## src/b64d_pkg.sv

```systemverilog
// Package for the base64 bitmap decoder: payload types, the queued item
// type, field widths and the alphabet lookup. Depends on nothing.
package b64d_pkg;

  localparam int CharW  = 8;
  localparam int SextW  = 6;
  localparam int CountW = 14;
  localparam int AddrW  = 13;
  localparam int ByteW  = 8;

  localparam logic [CountW-1:0] LimitReset = 14'd8192;
  localparam logic [CountW-1:0] CountMax   = {CountW{1'b1}};

  localparam logic [CharW-1:0] CharNul = 8'h00;
  localparam logic [CharW-1:0] CharPad = 8'h3D;  // '='

  // Position of a character inside its group of four
  typedef enum logic [1:0] {
    PhFirst  = 2'd0,
    PhSecond = 2'd1,
    PhThird  = 2'd2,
    PhFourth = 2'd3
  } phase_e;

  typedef struct packed {
    logic [CharW-1:0] in_char;
    logic             last;
  } in_pld_t;

  typedef struct packed {
    logic [ByteW-1:0] out_byte;
    logic [AddrW-1:0] out_addr;
  } out_pld_t;

  typedef struct packed {
    logic [CountW-1:0] byte_limit;
  } cfg_pld_t;

  // Classified character as it travels from front to back
  typedef struct packed {
    logic [SextW-1:0] sextet;
    logic             is_nul;
    logic             is_pad;
    logic             last;
  } item_t;

  // Queue status seen by the front and the back
  typedef struct packed {
    logic full;
    logic valid;
  } q_stat_t;

  // Map one character to its 6-bit value; anything off the alphabet is 0
  function automatic logic [SextW-1:0] sextet_of(input logic [CharW-1:0] c);
    logic [CharW-1:0] v;
    v = '0;
    if (c >= 8'h41 && c <= 8'h5A) begin
      v = c - 8'h41;
    end else if (c >= 8'h61 && c <= 8'h7A) begin
      v = c - 8'h61 + 8'd26;
    end else if (c >= 8'h30 && c <= 8'h39) begin
      v = c - 8'h30 + 8'd52;
    end else if (c == 8'h2B) begin
      v = 8'd62;
    end else if (c == 8'h2F) begin
      v = 8'd63;
    end
    return v[SextW-1:0];
  endfunction

endpackage

```

## src/b64d_stream_if.sv

```systemverilog
// Valid/ready channel carrying one payload per transfer.
// Payload types come from b64d_pkg.
interface b64d_stream_if #(
  parameter type payload_t = logic
) ();
  logic     valid;
  logic     ready;
  payload_t data;

  modport source (output valid, output data, input ready);
  modport sink   (input valid, input data, output ready);
endinterface

```

## src/b64d_front.sv

```systemverilog
// Front end: takes characters from the input channel, classifies them and
// pushes them into the queue. Depends on b64d_pkg and b64d_stream_if.
module b64d_front import b64d_pkg::*; (
  b64d_stream_if.sink in_i,
  input  q_stat_t     q_stat_i,
  output logic        push_o,
  output item_t       item_o
);

  // Accept whenever the queue has room
  assign in_i.ready = ~q_stat_i.full;
  assign push_o     = in_i.valid & ~q_stat_i.full;

  // Classify the character
  always_comb begin
    item_o.sextet = sextet_of(in_i.data.in_char);
    item_o.is_nul = (in_i.data.in_char == CharNul);
    item_o.is_pad = (in_i.data.in_char == CharPad);
    item_o.last   = in_i.data.last;
  end

endmodule

```

## src/b64d_queue.sv

```systemverilog
// Two-entry queue of classified characters between front and back.
// Depends on b64d_pkg.
module b64d_queue import b64d_pkg::*; (
  input  logic    clk_i,
  input  logic    rst_ni,
  input  logic    push_i,
  input  item_t   item_i,
  input  logic    pop_i,
  output item_t   item_o,
  output q_stat_t stat_o
);

  item_t      mem_q [2];
  logic       wr_q, wr_d;
  logic       rd_q, rd_d;
  logic [1:0] cnt_q, cnt_d;

  assign stat_o.full  = (cnt_q == 2'd2);
  assign stat_o.valid = (cnt_q != 2'd0);
  assign item_o       = mem_q[rd_q];

  // Advance pointers and fill count
  always_comb begin
    wr_d  = wr_q ^ push_i;
    rd_d  = rd_q ^ pop_i;
    cnt_d = cnt_q + {1'b0, push_i} - {1'b0, pop_i};
  end

  always_ff @(posedge clk_i or negedge rst_ni) begin
    if (!rst_ni) begin
      wr_q  <= 1'b0;
      rd_q  <= 1'b0;
      cnt_q <= 2'd0;
    end else begin
      wr_q  <= wr_d;
      rd_q  <= rd_d;
      cnt_q <= cnt_d;
    end
  end

  // Store the pushed entry
  always_ff @(posedge clk_i) begin
    if (push_i) begin
      mem_q[wr_q] <= item_i;
    end
  end

  a_no_overflow: assert property (@(posedge clk_i) disable iff (!rst_ni)
    stat_o.full |-> !push_i)
    else $error("push into a full queue");

  a_no_underflow: assert property (@(posedge clk_i) disable iff (!rst_ni)
    !stat_o.valid |-> !pop_i)
    else $error("pop from an empty queue");

  a_count_range: assert property (@(posedge clk_i) disable iff (!rst_ni)
    cnt_q != 2'd3)
    else $error("queue fill count out of range");

endmodule

```

## src/b64d_back.sv

```systemverilog
// Back end: decoding state, byte limit register and output register.
// Depends on b64d_pkg and b64d_stream_if.
module b64d_back import b64d_pkg::*; #(
  parameter int MAX_BYTES = 8192
) (
  input  logic        clk_i,
  input  logic        rst_ni,
  b64d_stream_if.sink   cfg_i,
  b64d_stream_if.source out_o,
  input  item_t       item_i,
  input  q_stat_t     q_stat_i,
  output logic        pop_o
);

  // Limit cap; bytes_q never goes past the 14-bit register range
  localparam logic [CountW-1:0] LimCap =
    CountW'((MAX_BYTES > int'(CountMax)) ? int'(CountMax) : MAX_BYTES);

  logic [CountW-1:0] limit_q;
  logic [CountW-1:0] limit;
  phase_e            phase_q, phase_d;
  logic [SextW-1:0]  held_q, held_d;
  logic [CountW-1:0] bytes_q, bytes_d, bytes_inc;
  logic              halted_q, halted_d;
  logic              emit;
  logic [ByteW-1:0]  byte_val;
  logic              out_valid_q;
  out_pld_t          out_q;
  logic              slot_free;

  // Take a register write in any cycle
  assign cfg_i.ready = 1'b1;

  always_ff @(posedge clk_i or negedge rst_ni) begin
    if (!rst_ni) begin
      limit_q <= LimitReset;
    end else if (cfg_i.valid) begin
      limit_q <= cfg_i.data.byte_limit;
    end
  end

  assign limit     = (limit_q < LimCap) ? limit_q : LimCap;
  assign slot_free = ~out_valid_q | out_o.ready;
  assign pop_o     = q_stat_i.valid & slot_free;
  assign bytes_inc = bytes_q + 1'b1;

  // Decode one character: next state and the byte it may produce
  always_comb begin
    phase_d  = phase_q;
    held_d   = held_q;
    bytes_d  = bytes_q;
    halted_d = halted_q;
    emit     = 1'b0;
    byte_val = '0;
    if (!halted_q) begin
      if (bytes_q >= limit || item_i.is_nul) begin
        halted_d = 1'b1;
      end else begin
        unique case (phase_q)
          PhFirst: begin
            held_d  = item_i.sextet;
            phase_d = PhSecond;
          end
          PhSecond: begin
            byte_val = {held_q, item_i.sextet[5:4]};
            emit     = 1'b1;
            held_d   = item_i.sextet;
            phase_d  = PhThird;
          end
          PhThird: begin
            if (item_i.is_pad) begin
              halted_d = 1'b1;
            end else begin
              byte_val = {held_q[3:0], item_i.sextet[5:2]};
              emit     = 1'b1;
              held_d   = item_i.sextet;
              phase_d  = PhFourth;
            end
          end
          PhFourth: begin
            if (item_i.is_pad) begin
              halted_d = 1'b1;
            end else begin
              byte_val = {held_q[1:0], item_i.sextet};
              emit     = 1'b1;
              held_d   = '0;
              phase_d  = PhFirst;
            end
          end
          default: begin
            phase_d = PhFirst;
          end
        endcase
      end
    end
    if (emit) begin
      bytes_d = bytes_inc;
      if (bytes_inc >= limit) begin
        halted_d = 1'b1;
      end
    end
    // Drop all group state after the final character
    if (item_i.last) begin
      phase_d  = PhFirst;
      held_d   = '0;
      bytes_d  = '0;
      halted_d = 1'b0;
    end
  end

  always_ff @(posedge clk_i or negedge rst_ni) begin
    if (!rst_ni) begin
      phase_q  <= PhFirst;
      held_q   <= '0;
      bytes_q  <= '0;
      halted_q <= 1'b0;
    end else if (pop_o) begin
      phase_q  <= phase_d;
      held_q   <= held_d;
      bytes_q  <= bytes_d;
      halted_q <= halted_d;
    end
  end

  // Output register: load on emit, hold until the transfer completes
  always_ff @(posedge clk_i or negedge rst_ni) begin
    if (!rst_ni) begin
      out_valid_q <= 1'b0;
    end else if (slot_free) begin
      out_valid_q <= pop_o & emit;
    end
  end

  always_ff @(posedge clk_i) begin
    if (pop_o && emit) begin
      out_q.out_byte <= byte_val;
      out_q.out_addr <= bytes_q[AddrW-1:0];
    end
  end

  assign out_o.valid = out_valid_q;
  assign out_o.data  = out_q;

  a_halt_silent: assert property (@(posedge clk_i) disable iff (!rst_ni)
    pop_o && halted_q |-> !emit)
    else $error("byte produced while halted");

  a_last_clears: assert property (@(posedge clk_i) disable iff (!rst_ni)
    pop_o && item_i.last |=> phase_q == PhFirst && bytes_q == '0 && !halted_q)
    else $error("state not cleared after final character");

  a_count_step: assert property (@(posedge clk_i) disable iff (!rst_ni)
    pop_o && emit && !item_i.last |=> bytes_q == $past(bytes_q) + 1'b1)
    else $error("byte count did not advance with an emitted byte");

  a_out_hold: assert property (@(posedge clk_i) disable iff (!rst_ni)
    out_valid_q && !out_o.ready |=> out_valid_q && $stable(out_q))
    else $error("pending result overwritten");

endmodule

```

## src/base64_bitmap_decoder_core.sv

```systemverilog
// Top level of the base64 bitmap decoder: front, queue and back.
// Depends on b64d_pkg, b64d_stream_if, b64d_front, b64d_queue, b64d_back.

// Decodes one base64 character per cycle into bitmap bytes with their
// addresses. A character is taken in every cycle that the queue has room;
// with the output side ready the block sustains one character per clock.
// A character passes through the queue and its byte through the output
// register. The second, third and fourth character of each group of four
// yield one byte each. A NUL, an '=' in the third or fourth position, or
// reaching byte_limit (capped at MAX_BYTES) stops decoding until a
// character flagged last, which returns the block to its start state.
// The byte_limit register is taken in any cycle and should only be
// changed while no characters are in flight.
module base64_bitmap_decoder_core import b64d_pkg::*; #(
  parameter int MAX_BYTES = 8192
) (
  input  logic          clk_i,
  input  logic          rst_ni,
  b64d_stream_if.sink   in_i,
  b64d_stream_if.sink   cfg_i,
  b64d_stream_if.source out_o
);

  logic    push;
  logic    pop;
  item_t   push_item;
  item_t   pop_item;
  q_stat_t q_stat;

  b64d_front u_front (
    .in_i     (in_i),
    .q_stat_i (q_stat),
    .push_o   (push),
    .item_o   (push_item)
  );

  b64d_queue u_queue (
    .clk_i  (clk_i),
    .rst_ni (rst_ni),
    .push_i (push),
    .item_i (push_item),
    .pop_i  (pop),
    .item_o (pop_item),
    .stat_o (q_stat)
  );

  b64d_back #(
    .MAX_BYTES (MAX_BYTES)
  ) u_back (
    .clk_i    (clk_i),
    .rst_ni   (rst_ni),
    .cfg_i    (cfg_i),
    .out_o    (out_o),
    .item_i   (pop_item),
    .q_stat_i (q_stat),
    .pop_o    (pop)
  );

endmodule

```

## src/flat_wrapper.sv

```systemverilog
// flat-port wrapper written by rule: the top's interface ports become plain ports
module base64_bitmap_decoder_core_flat import b64d_pkg::*;
#(
  parameter int MAX_BYTES = 8192
)
  (clk_i, rst_ni, in_i_valid, in_i_data, in_i_ready, cfg_i_valid, cfg_i_data, cfg_i_ready, out_o_valid, out_o_data, out_o_ready);
  b64d_stream_if #(.payload_t(in_pld_t)) in_i_i ();
  b64d_stream_if #(.payload_t(cfg_pld_t)) cfg_i_i ();
  b64d_stream_if #(.payload_t(out_pld_t)) out_o_i ();
  input  logic clk_i;
  input  logic rst_ni;
  input wire logic [$bits(in_i_i.valid)-1:0] in_i_valid;
  input wire logic [$bits(in_i_i.data)-1:0] in_i_data;
  output wire logic [$bits(in_i_i.ready)-1:0] in_i_ready;
  input wire logic [$bits(cfg_i_i.valid)-1:0] cfg_i_valid;
  input wire logic [$bits(cfg_i_i.data)-1:0] cfg_i_data;
  output wire logic [$bits(cfg_i_i.ready)-1:0] cfg_i_ready;
  output wire logic [$bits(out_o_i.valid)-1:0] out_o_valid;
  output wire logic [$bits(out_o_i.data)-1:0] out_o_data;
  input wire logic [$bits(out_o_i.ready)-1:0] out_o_ready;
  assign in_i_i.valid = in_i_valid;
  assign in_i_i.data = in_i_data;
  assign in_i_ready = in_i_i.ready;
  assign cfg_i_i.valid = cfg_i_valid;
  assign cfg_i_i.data = cfg_i_data;
  assign cfg_i_ready = cfg_i_i.ready;
  assign out_o_valid = out_o_i.valid;
  assign out_o_data = out_o_i.data;
  assign out_o_i.ready = out_o_ready;
  base64_bitmap_decoder_core #(.MAX_BYTES(MAX_BYTES)) u_core (.clk_i(clk_i), .rst_ni(rst_ni), .in_i(in_i_i), .cfg_i(cfg_i_i), .out_o(out_o_i));
endmodule
```

## config.mk

```make
export PLATFORM = sky130hd
export DESIGN_NAME = base64_bitmap_decoder_core_flat
export DESIGN_NICKNAME = d
export VERILOG_FILES = /design/src/b64d_pkg.sv /design/src/b64d_stream_if.sv /design/src/b64d_front.sv /design/src/b64d_queue.sv /design/src/b64d_back.sv /design/src/base64_bitmap_decoder_core.sv /design/src/flat_wrapper.sv
export SDC_FILE = /design/constraint.sdc
export NUM_CORES = 1
export LEC_CHECK = 0
export BUFFER_PORTS_ARGS = -buffer_cell sky130_fd_sc_hd__buf_4
export CORE_ASPECT_RATIO = 0.75
export CORE_MARGIN = 2
export CORE_UTILIZATION = 40
export DETAILED_ROUTE_END_ITERATION = 10
export PLACE_DENSITY = 0.63
export SYNTH_ARGS = -nofsm -noshare
export SYNTH_HDL_FRONTEND = slang
export SYNTH_SLANG_ARGS = --single-unit
export TNS_END_PERCENT = 20
```

## constraint.sdc

```tcl
create_clock -name clk_i -period 9.11 [get_ports clk_i]
set_input_delay 1.822 -clock clk_i [delete_from_list [all_inputs] [get_ports clk_i]]
set_output_delay 1.822 -clock clk_i [all_outputs]
set_load 0.005 [all_outputs]
```

# Word level (Yosys, flattened, before mapping)

Memory sizes are Yosys's and may differ from the RTL's.
Cells that the tools add are included.
Widths: inputs -> output; s select.

Memories kept: 1
Flip-flop bits (word level): 63
Input port bits: 28
Bits in writable memories: 18
Logic and storage cells: 98
Output and inout port bits: 24

Equal/unequal tests: 11
Bitwise logic cells: 8
Muxes and demuxes: 36
Order comparisons: 9
Add/sub/neg operators: 8
Reductions and logical operators: 14

Memory list:

| memory               | depth | width | rd ports | clocked after Yosys merged registers in | wr ports | line             | RTL |
|---|---|---|---|---|---|---|---|
| u_core.u_queue.mem_q | 2     | 9     | 1        | 0                                       | 1        | b64d_queue.sv:13 | `item_t mem_q [2];` |

Operator list:

| kind                  | count |
|---|---|
| $mux 6                | 10 |
| $mux 14               | 3 |
| $ge 14x14->1          | 2 |
| $eq 8x6->1 const B    | 3 |
| $pmux 8 s3            | 1 |
| $pmux 6 s3            | 1 |
| $ge 8x7->1 const B    | 2 |
| $le 8x7->1 const B    | 2 |
| $mux 8                | 2 |
| $add 14x1->14 const B | 1 |
| $lt 14x14->1 const B  | 1 |
| $mux 1                | 12 |
| $sub 6x6->6 const B   | 2 |
| $mux 2                | 5 |
| $ge 8x6->1 const B    | 1 |
| $le 8x6->1 const B    | 1 |
| $logic_not 8->1       | 1 |
| $pmux 2 s4            | 1 |
| $add 6x5->6 const B   | 1 |
| $add 6x6->6 const B   | 1 |
| $eq 2x2->1 const B    | 3 |
| $ne 3x3->1 const B    | 2 |
| $reduce_or 2->1       | 3 |
| $sub 6x1->6 const B   | 1 |
| other kinds (15)      | 24 |

# Depth between registers and ports, before layout

Gate-level depths: netlist (run 1).

Depth after elaboration: 9
Depth in mapped cells: 12
Mapped depth without buffers: 11

# Modules after synthesis

From an unflattened synthesis (run 1), not the netlist that was laid out.

Cell total of the unflattened synthesis: 452
Area, all modules: 5081.1 µm²

By module, submodules not included:

| module     | area an instance (µm²) | cells an instance | times used | seq. area each (µm²) |
|---|---|---|---|---|
| b64d_back  | 3639.7                 | 327               | 1          | 1582.8 |
| b64d_queue | 897.1                  | 44                | 1          | 640.6 |
| b64d_front | 544.3                  | 81                | 1          | 0.0 |

# Worst setup path after synthesis (run 1)

OpenSTA, ideal clock, no wires.

Path type: in2reg
Start point: input in_i_data[4]
End point: memory u_core.u_queue.mem_q[0][6] (netlist name), data pin
Setup time: 0.276 ns
Cell stages on the path: 10
Path slack: 5.474 ns
Arrival: 3.360 ns
Required time: 8.834 ns
Buffers on the path: 2
Path through: clkbuf_1 inv_1 ha_1 nand4bb_1 nand3b_1 nor3_1 clkbuf_1 o21ai_0 a21oi_1 a211oi_1

RTL lines:

| element         | line               | RTL |
|---|---|---|
| start, declared | flat_wrapper.sv:13 | `input wire logic [$bits(in_i_i.data)-1:0] in_i_data;` |
| end, declared   | b64d_queue.sv:13   |  |

==> reports/results.ini, run 1 <==
[outcome]
status=finished clean

[sta]
period_share=0.432
drv_slew=0
rsz0062_at_grt=no
fin_setup_tns_ps=0
worstMarginPinSlew_ps=1150
relSlewSlack=0.227
clock-skew-final_ps=7.69
post-route-min-period_ps=3940
finalHoldViolCount=0
fmax_ghz=0.254
setup_viol=0
whs_ps=505

[clocking]
clock_path_buffers=2
clockRootBuffer=clkbuf_16
htree_levels=3
ctsHoldBuffers=0
clk-insertion-delay-late_ps=340
cts_sinks=81
cts_setup_buffers=0
cts_inserted_buffers=9
cts_tree=built
cts_resized=0
clkTransAtPathRegs_ps=60

[routing]
wl_per_cell_microns=15.9
routed_via_density=5.34
remaining_drc_errors=0
ant_nets=0
routed_wl_microns=10500
drt_iter0_drc=184
dr.pass1.iters=5
num_vias=3543

[finish]
nets=571
syn2layout_area_growth_pct=18.0
fill_cells=1087
insertedDiodeCount=0
multi_input_area_sq_um=2390
regArea_sq_um=2220
final_common_cell=buf_4
layout_common_cells=53 x buf_4, 46 x ha_1, 45 x nand2_1, 41 x dfrtp_1, 39 x edfxtp_1
drive_gt1_frac=0.193

[floorplanning]
die_h_microns=99.2
initial_core_util=0.413
dieArea_sq_um=13000
num_rows=34
ios=52
die_x_microns=131
coreArea_sq_um=11700

[place]
place_hpwl_microns=7760
port-buffer-count=50
globalplace.congestion=0.854

[grt]
antenna_found_initial=0
grt_pass1_vias=3455
grt_pass1_wl_microns=17700
grt_start_max_net_pins=43
track_usage=0.174
gr-total-overflow=0

[synthesis]
ys.flop_type=dfrtp_1
synth-seq-area-share=0.460
synth_nets=527
synth_cells=453
synth_edf_count=39
synth-seq-cells=81
synth.cell_area_sq_um=4830
ys_async_sr_fraction=0.519
synth_area_per_cell_sq_um=10.7
ys_types=61
yosys_warnings=0

[min_path]
min_to=u_core.u_back.limit_q[1]
hold_class=reg2reg
hold_start=u_core.u_back.limit_q[1]
min_delay_path_depth=1

[worst_setup_path]
cp_slowest_cell=nor3_1
crit_chain=buf_4, inv_1, ha_1, a21oi_1, a211oi_1, nor3_1, o21ai_0, a21oi_1, a211oi_1
crit_fanout=12
crit_buf_inv=2
crit_family=simple AND/OR/NAND/NOR gates
reg2reg_setup_slack_ps=5850
reg2reg_depth=8
required_ps=9180
r2r_end=u_core.u_back.out_o.data[11]
startpoint_type=primary input
arrival_ps=4000
reg2reg_from=u_core.u_back.limit_q[13]
cp-end-kind=register
cpPeakStageDelay_ps=880
timing_worst_setup_path_type=in2reg

[power_and_ir_drop]
ir_worst_vdd_mv=0.214
leakage_uw=0.00236
p_per_area_nw_per_um2=236

[run]
drv_cap=0

==> kinds of logic (layout without fill, tap and decap cells) <==
kind of cell / Yosys count / count (layout) / share of synthesized area
DFF: 81 / 81 / 0.460
xor gates and xnor gates: 18 / 18 / 0.0326
muxes: 25 / 25 / 0.0598
and+or+nand+nor: 140 / 140 / 0.147
buffers and inverters: 52 / 101 / 0.0459
other: 1 / 1 / 0.000776
adders and majority gates: 46 / 46 / 0.119
AOI/OAI and AO/OA: 90 / 90 / 0.134
==> how the worst max path moves through the flow <==
| stage | startpoint | endpoint | slack, ps | cells past startpoint |
|---|---|---|---|---|
| 2_1_floorplan | in_i_data[4] | u_core.u_queue.mem_q[0][6] | 5470 | 10 |
| 4_1_cts | in_i_data[3] | u_core.u_queue.mem_q[1][6] | 5200 | 9 |
| 6_report | in_i_data[3] | u_core.u_queue.mem_q[0][6] | 5170 | 9 |
| 3_5_place_dp | in_i_data[3] | u_core.u_queue.mem_q[1][6] | 4830 | 9 |
| 5_1_grt | in_i_data[3] | u_core.u_queue.mem_q[0][6] | 4920 | 9 |
| 3_3_place_gp | in_i_data[3] | u_core.u_queue.mem_q[0][6] | 4940 | 9 |
==> worst reg2reg max path: stages (launching register included) <==
cell and delay [ps]:
dfstp_2 360, inv_1 340, nand2_1 190, ha_1 350
a21oi_1 220, o221ai_2 170, nor4_4 340, o21ai_2 110
nor2_2 800
==> per-layer routing <==
metal,share of wire,track usage
met1,0.53,0.277
met2,0.41,0.238
met3,0.056,0.0350
met4,0.0078,0.0499
met5,0,0
==> through the flow <==
stage / power (uW) / setup WS [ps] / instances / area [sq um] / util
floorplan: 785 / 5470 / 453 / 4830 / -
global placement: 901 / 4940 / 648 / 5330 / 0.456
detailed placement: 915 / 4830 / 648 / 5330 / 0.456
CTS: 1360 / 5200 / 664 / 5700 / 0.487
global route: 1430 / 4920 / 664 / 5700 / 0.487
finish: 1350 / 5170 / 664 / 5700 / 0.487
==> layout make-up <==
type,count,share of cell area
Clock buffer,9,0.0395
Clock inverter,7,0.0248
Inverter,32,0.0211
Multi-Input combinational cell,320,0.419
Sequential cell,81,0.390
Tap cell,162,0.0356
Timing Repair Buffer,53,0.0698
==> sequential cells by signal (all words and copies together) (netlist names) <==
| signal | flops |
|---|---|
| u_core.u_back.out_o.data | 21 |
| u_core.u_back.limit_q | 14 |
| u_core.u_back.out_o.valid | 1 |
| u_core.u_queue.cnt_q | 2 |
| u_core.u_queue.mem_q | 18 |
| u_core.u_queue.wr_q | 1 |
| u_core.u_back.phase_q | 2 |
| u_core.u_back.halted_q | 1 |
| u_core.u_queue.rd_q | 1 |
| u_core.u_back.bytes_q | 14 |
| u_core.u_back.held_q | 6 |
==> cell usage after synthesis (all sizes together) (3+ instances only) <==
library cell / count / share of area
ha: 46 / 0.12
nand2: 45 / 0.035
dfrtp: 41 / 0.21
edfxtp: 39 / 0.24
inv: 32 / 0.025
nor2: 26 / 0.020
a21oi: 18 / 0.019
mux2: 18 / 0.042
nand3: 16 / 0.017
clkbuf: 15 / 0.012
o21ai: 14 / 0.015
o211ai: 13 / 0.020
xnor2: 13 / 0.024
nand4: 9 / 0.012
a211oi: 8 / 0.013
mux2i: 7 / 0.018
o32ai: 7 / 0.013
or4: 7 / 0.011
a222oi: 6 / 0.012
nor3: 6 / 0.0062
and2: 5 / 0.0065
buf: 5 / 0.0093
nand2b: 5 / 0.0065
xor2: 5 / 0.0091
nor2b: 4 / 0.0052
a21o: 3 / 0.0047
and3: 3 / 0.0039
nor3b: 3 / 0.0047
nor4: 3 / 0.0070
o221ai: 3 / 0.0067
o22ai: 3 / 0.0039
o311ai: 3 / 0.0054
==> power breakdown <==
group	leakage, uW	switching, uW	total [uW]	internal (uW)
clock network	0.000176	144	440	296
registers	0.000903	54.0	516	462
logic	0.00128	233	391	158
No activity file was read; power rests on OpenSTA's default activity.
==> inputs of run 2 (changes only) <==
--- a/config.mk
+++ b/config.mk
@@ -5,12 +5,13 @@
 export SDC_FILE = /design/constraint.sdc
 export NUM_CORES = 1
 export LEC_CHECK = 0
+export ABC_AREA = 1
 export BUFFER_PORTS_ARGS = -buffer_cell sky130_fd_sc_hd__buf_4
 export CORE_ASPECT_RATIO = 0.75
 export CORE_MARGIN = 2
 export CORE_UTILIZATION = 40
 export DETAILED_ROUTE_END_ITERATION = 10
-export PLACE_DENSITY = 0.63
+export PLACE_DENSITY = 0.65
 export SYNTH_ARGS = -nofsm -noshare
 export SYNTH_HDL_FRONTEND = slang
 export SYNTH_SLANG_ARGS = --single-unit
==> constraint.sdc (replaced) <==
create_clock -name clk_i -period 3.3 [get_ports clk_i]
set_input_delay 0.66 -clock clk_i [delete_from_list [all_inputs] [get_ports clk_i]]
set_output_delay 0.66 -clock clk_i [all_outputs]
set_load 0.005 [all_outputs]
==> run 2 against run 1 <==
  * Power increased to 2.8 times the previous value
  * Global-route usage increased by 1.2 points
  * Highest routed layer unchanged
  * Critical endpoint is now u_core.u_back.out_o.data[9]
  * Largest power group unchanged
  * Final area increased by 3.8%
  * Worst setup slack got worse by 4700 ps
==> reports/results.ini, run 2 <==
[floorplanning]
die_h_microns=102  ; was 99.2 microns
ios=52  ; unchanged
num_rows=35  ; was 34
coreArea_sq_um=12300  ; was 11700 sq um
dieArea_sq_um=13700  ; was 13000 sq um
die_x_microns=134  ; was 131 microns
initial_core_util=0.413  ; about the same

[sta]
setup_viol=0  ; unchanged
drv_slew=0  ; unchanged
whs_ps=311  ; was 505 ps
fmax_ghz=0.351
worstMarginPinSlew_ps=795  ; was 1150 ps
clock-skew-final_ps=10.6  ; was 7.69 ps
finalHoldViolCount=0  ; unchanged
relSlewSlack=0.468  ; was 0.227
post-route-min-period_ps=2850
period_share=0.864
rsz0062_at_grt=no  ; unchanged
fin_setup_tns_ps=0  ; unchanged

[clocking]
htree_levels=3  ; unchanged
clkTransAtPathRegs_ps=60  ; about the same
clock_path_buffers=2  ; unchanged
cts_setup_buffers=0  ; unchanged
cts_inserted_buffers=9  ; unchanged
clk-insertion-delay-late_ps=340  ; about the same
cts_tree=built  ; unchanged
clockRootBuffer=clkbuf_16  ; unchanged
ctsHoldBuffers=0  ; unchanged
cts_resized=0  ; unchanged
cts_sinks=81  ; unchanged

[place]
dp.cells=787  ; was 648
port-buffer-count=50  ; unchanged
globalplace.congestion=0.933  ; was 0.854
place_hpwl_microns=9350  ; was 7760 microns
placed_area_sq_um=5610  ; was 5330 sq um

[worst_setup_path]
timing_worst_setup_path_type=reg2reg  ; was in2reg
crit_fanout=17  ; was 12
startpoint_type=register  ; was primary input
cp-end-kind=register  ; unchanged
cpPeakStageDelay_ps=370  ; was 880 ps
cp_common_cell=nand2_1
crit_chain=inv_1, nand2_1, ha_1, a21oi_1, nand2_1, nand2_1, nand3_2, nor2_4, nand2_4, inv_1, buf_4  ; was buf_4, inv_1, ha_1, a21oi_1, a211oi_1, nor3_1, o21ai_0, a21oi_1, a211oi_1
crit_buf_inv=3  ; was 2
reg2reg_setup_slack_ps=450  ; was 5850 ps
required_ps=3340  ; was 9180 ps
arrival_ps=2890  ; was 4000 ps
cp_slowest_cell=dfstp_2  ; was nor3_1
crit_family=simple AND/OR/NAND/NOR gates  ; unchanged

[synthesis]
synth-seq-cells=81  ; unchanged
synth_nets=657  ; was 527
ys.flop_type=dfrtp_1  ; unchanged
synth_top_cell_by_area=edfxtp_1  ; unchanged
ys_async_sr_fraction=0.519  ; unchanged
synth_edf_count=39  ; unchanged
synth-seq-area-share=0.436  ; was 0.460
synth.cell_area_sq_um=5100  ; was 4830 sq um
synthAdderAreaFrac=0.113  ; was 0.119
yosys.area_share.simple=0.255  ; was 0.147
netlist.area_leader.share=0.230  ; was 0.242
synth_cells=583  ; was 453
synth_area_per_cell_sq_um=8.75  ; was 10.7 sq um
synth_mux_area_frac=0.0304  ; was 0.0598
synth_common_cells=138 x nand2_1, 72 x inv_1, 46 x ha_1  ; was 46 x ha_1, 45 x nand2_1, 41 x dfrtp_1
synthTopCellsByArea=edfxtp_1 23%, dfrtp_1 20%, ha_1 11%  ; was edfxtp_1 24%, dfrtp_1 21%, ha_1 12%
synthXorXnorAreaFrac=0.0275  ; was 0.0326
ys_types=44  ; was 61
synth_top_family_by_area=simple AND/OR/NAND/NOR gates  ; unchanged
yosys_warnings=0  ; unchanged
synth_most_common_cell=nand2_1  ; was ha_1
synth_compound_area_frac=0.0635  ; was 0.134

[power_and_ir_drop]
leakage_uw=0.00288  ; was 0.00236 uW
ir_worst_vdd_mv=0.397  ; was 0.214 mV
p_per_area_nw_per_um2=643  ; was 236 nW/um^2

[routing]
wl_per_cell_microns=15.1  ; was 15.9 microns
drt_iter0_drc=417  ; was 184
num_vias=4143  ; was 3543
routed_via_density=5.16  ; was 5.34
routed_wl_microns=12100  ; was 10500 microns
dr.pass1.iters=5  ; unchanged
remaining_drc_errors=0  ; unchanged
ant_nets=0  ; unchanged

[finish]
insertedDiodeCount=0  ; unchanged
stdcell_area_sq_um=5920  ; was 5700 sq um
largest_register_ffs=21  ; unchanged
drive_gt1_frac=0.184  ; was 0.193
layout.cells.non_filler=803  ; was 664
syn2layout_area_growth_pct=16.0  ; was 18.0%
nets=706  ; was 571
final_common_cell=nand2_1  ; was buf_4
layout_common_cells=138 x nand2_1, 72 x inv_1, 52 x buf_4, 46 x ha_1, 44 x nor2_1  ; was 53 x buf_4, 46 x ha_1, 45 x nand2_1, 41 x dfrtp_1, 39 x edfxtp_1

[grt]
gr-total-overflow=0  ; unchanged
grt_start_max_net_pins=43  ; unchanged
antenna_found_initial=0  ; unchanged
track_usage=0.186  ; was 0.174
grt_pass1_vias=3892  ; was 3455
grt_pass1_wl_microns=19700  ; was 17700 microns

[min_path]
hold_class=in2async  ; was reg2reg

[run]
drv_cap=0  ; unchanged

[outcome]
status=finished clean  ; unchanged

==> run 2: changes by cell type in the layout (fill, tap and decap cells not counted), sizes merged, moves of 10 or more <==
cell | before | now
o211ai | 13 | 1
inv | 33 | 79
nor2 | 26 | 47
nand2 | 45 | 148
o21ai | 14 | 24
xnor2 | 13 | 3
nand4 | 9 | 19
nand3 | 16 | 45
==> run 2: cell type report <==
type	count	area [sq um]
Clock buffer	9	225
Clock inverter	7	76.3
Fill cell	1193	6430
Inverter	77	294
Multi-Input combinational cell	411	2500
Sequential cell	81	2220
Tap cell	166	208
Timing Repair Buffer	52	390
==> run 2: kinds of logic (layout without fill, tap and decap cells) <==
| family | count (synthesis) | after routing |
|---|---|---|
| and+or+nand+nor | 278 | 278 |
| buffers and inverters | 91 | 145 |
| DFF | 81 | 81 |
| AOI/OAI and AO/OA | 56 | 56 |
| adders and majority gates | 46 | 46 |
| xor gates and xnor gates | 16 | 16 |
| muxes | 14 | 14 |
| other | 1 | 1 |
==> run 2: worst register-to-register path, delay by kind of cell (launching register included) <==
kind | cells | cell delay, ps
buf+inv | 3 | 670
fa+ha+maj | 1 | 360
simple gates | 6 | 980
flops | 1 | 370
compound gates | 1 | 200
==> run 2: metal layers <==
layer / track usage / routed length [microns] / vias to the layer above / share of wire
li1: - / - / 2034 / -
met1: 0.284 / 6060 / 1951 / 0.50
met2: 0.270 / 4970 / 153 / 0.41
met3: 0.0450 / 1050 / 5 / 0.086
met4: 0.0356 / 50 / 0 / 0.0041
met5: 0 / 0 / - / 0
==> run 2: worst paths after layout <==
check                           cells after the start                          end                       from
worst min-delay path                                1    u_core.u_back.limit_q[12]                     rst_ni
min in group clk_i                                  2      u_core.u_back.held_q[1]    u_core.u_back.held_q[1]
worst min register to register                      2      u_core.u_back.held_q[1]    u_core.u_back.held_q[1]
worst max-delay path                               11  u_core.u_back.out_o.data[9]  u_core.u_back.limit_q[13]
worst max register to register                     11  u_core.u_back.out_o.data[9]  u_core.u_back.limit_q[13]
max in group asynchronous                           1      u_core.u_back.held_q[3]                     rst_ni
==> run 2: metrics by stage <==
step / worst slack [ps] / utilization / total power [uW]
5_1_grt: 184 / 0.479 / 4080
4_1_cts: 469 / 0.479 / 3830
6_report: 449 / 0.479 / 3810
2_1_floorplan: 534 / - / 2420
3_5_place_dp: 474 / 0.455 / 2810
3_3_place_gp: 582 / 0.455 / 2770
==> run 2: power breakdown <==
group | leakage, uW | internal [uW] | switching, uW | total [uW]
Combinational | 0.00184 | 475 | 893 | 1370
Sequential | 0.000905 | 1300 | 131 | 1430
Clock | 0.000144 | 591 | 415 | 1010
Total | 0.00288 | 2370 | 1440 | 3810
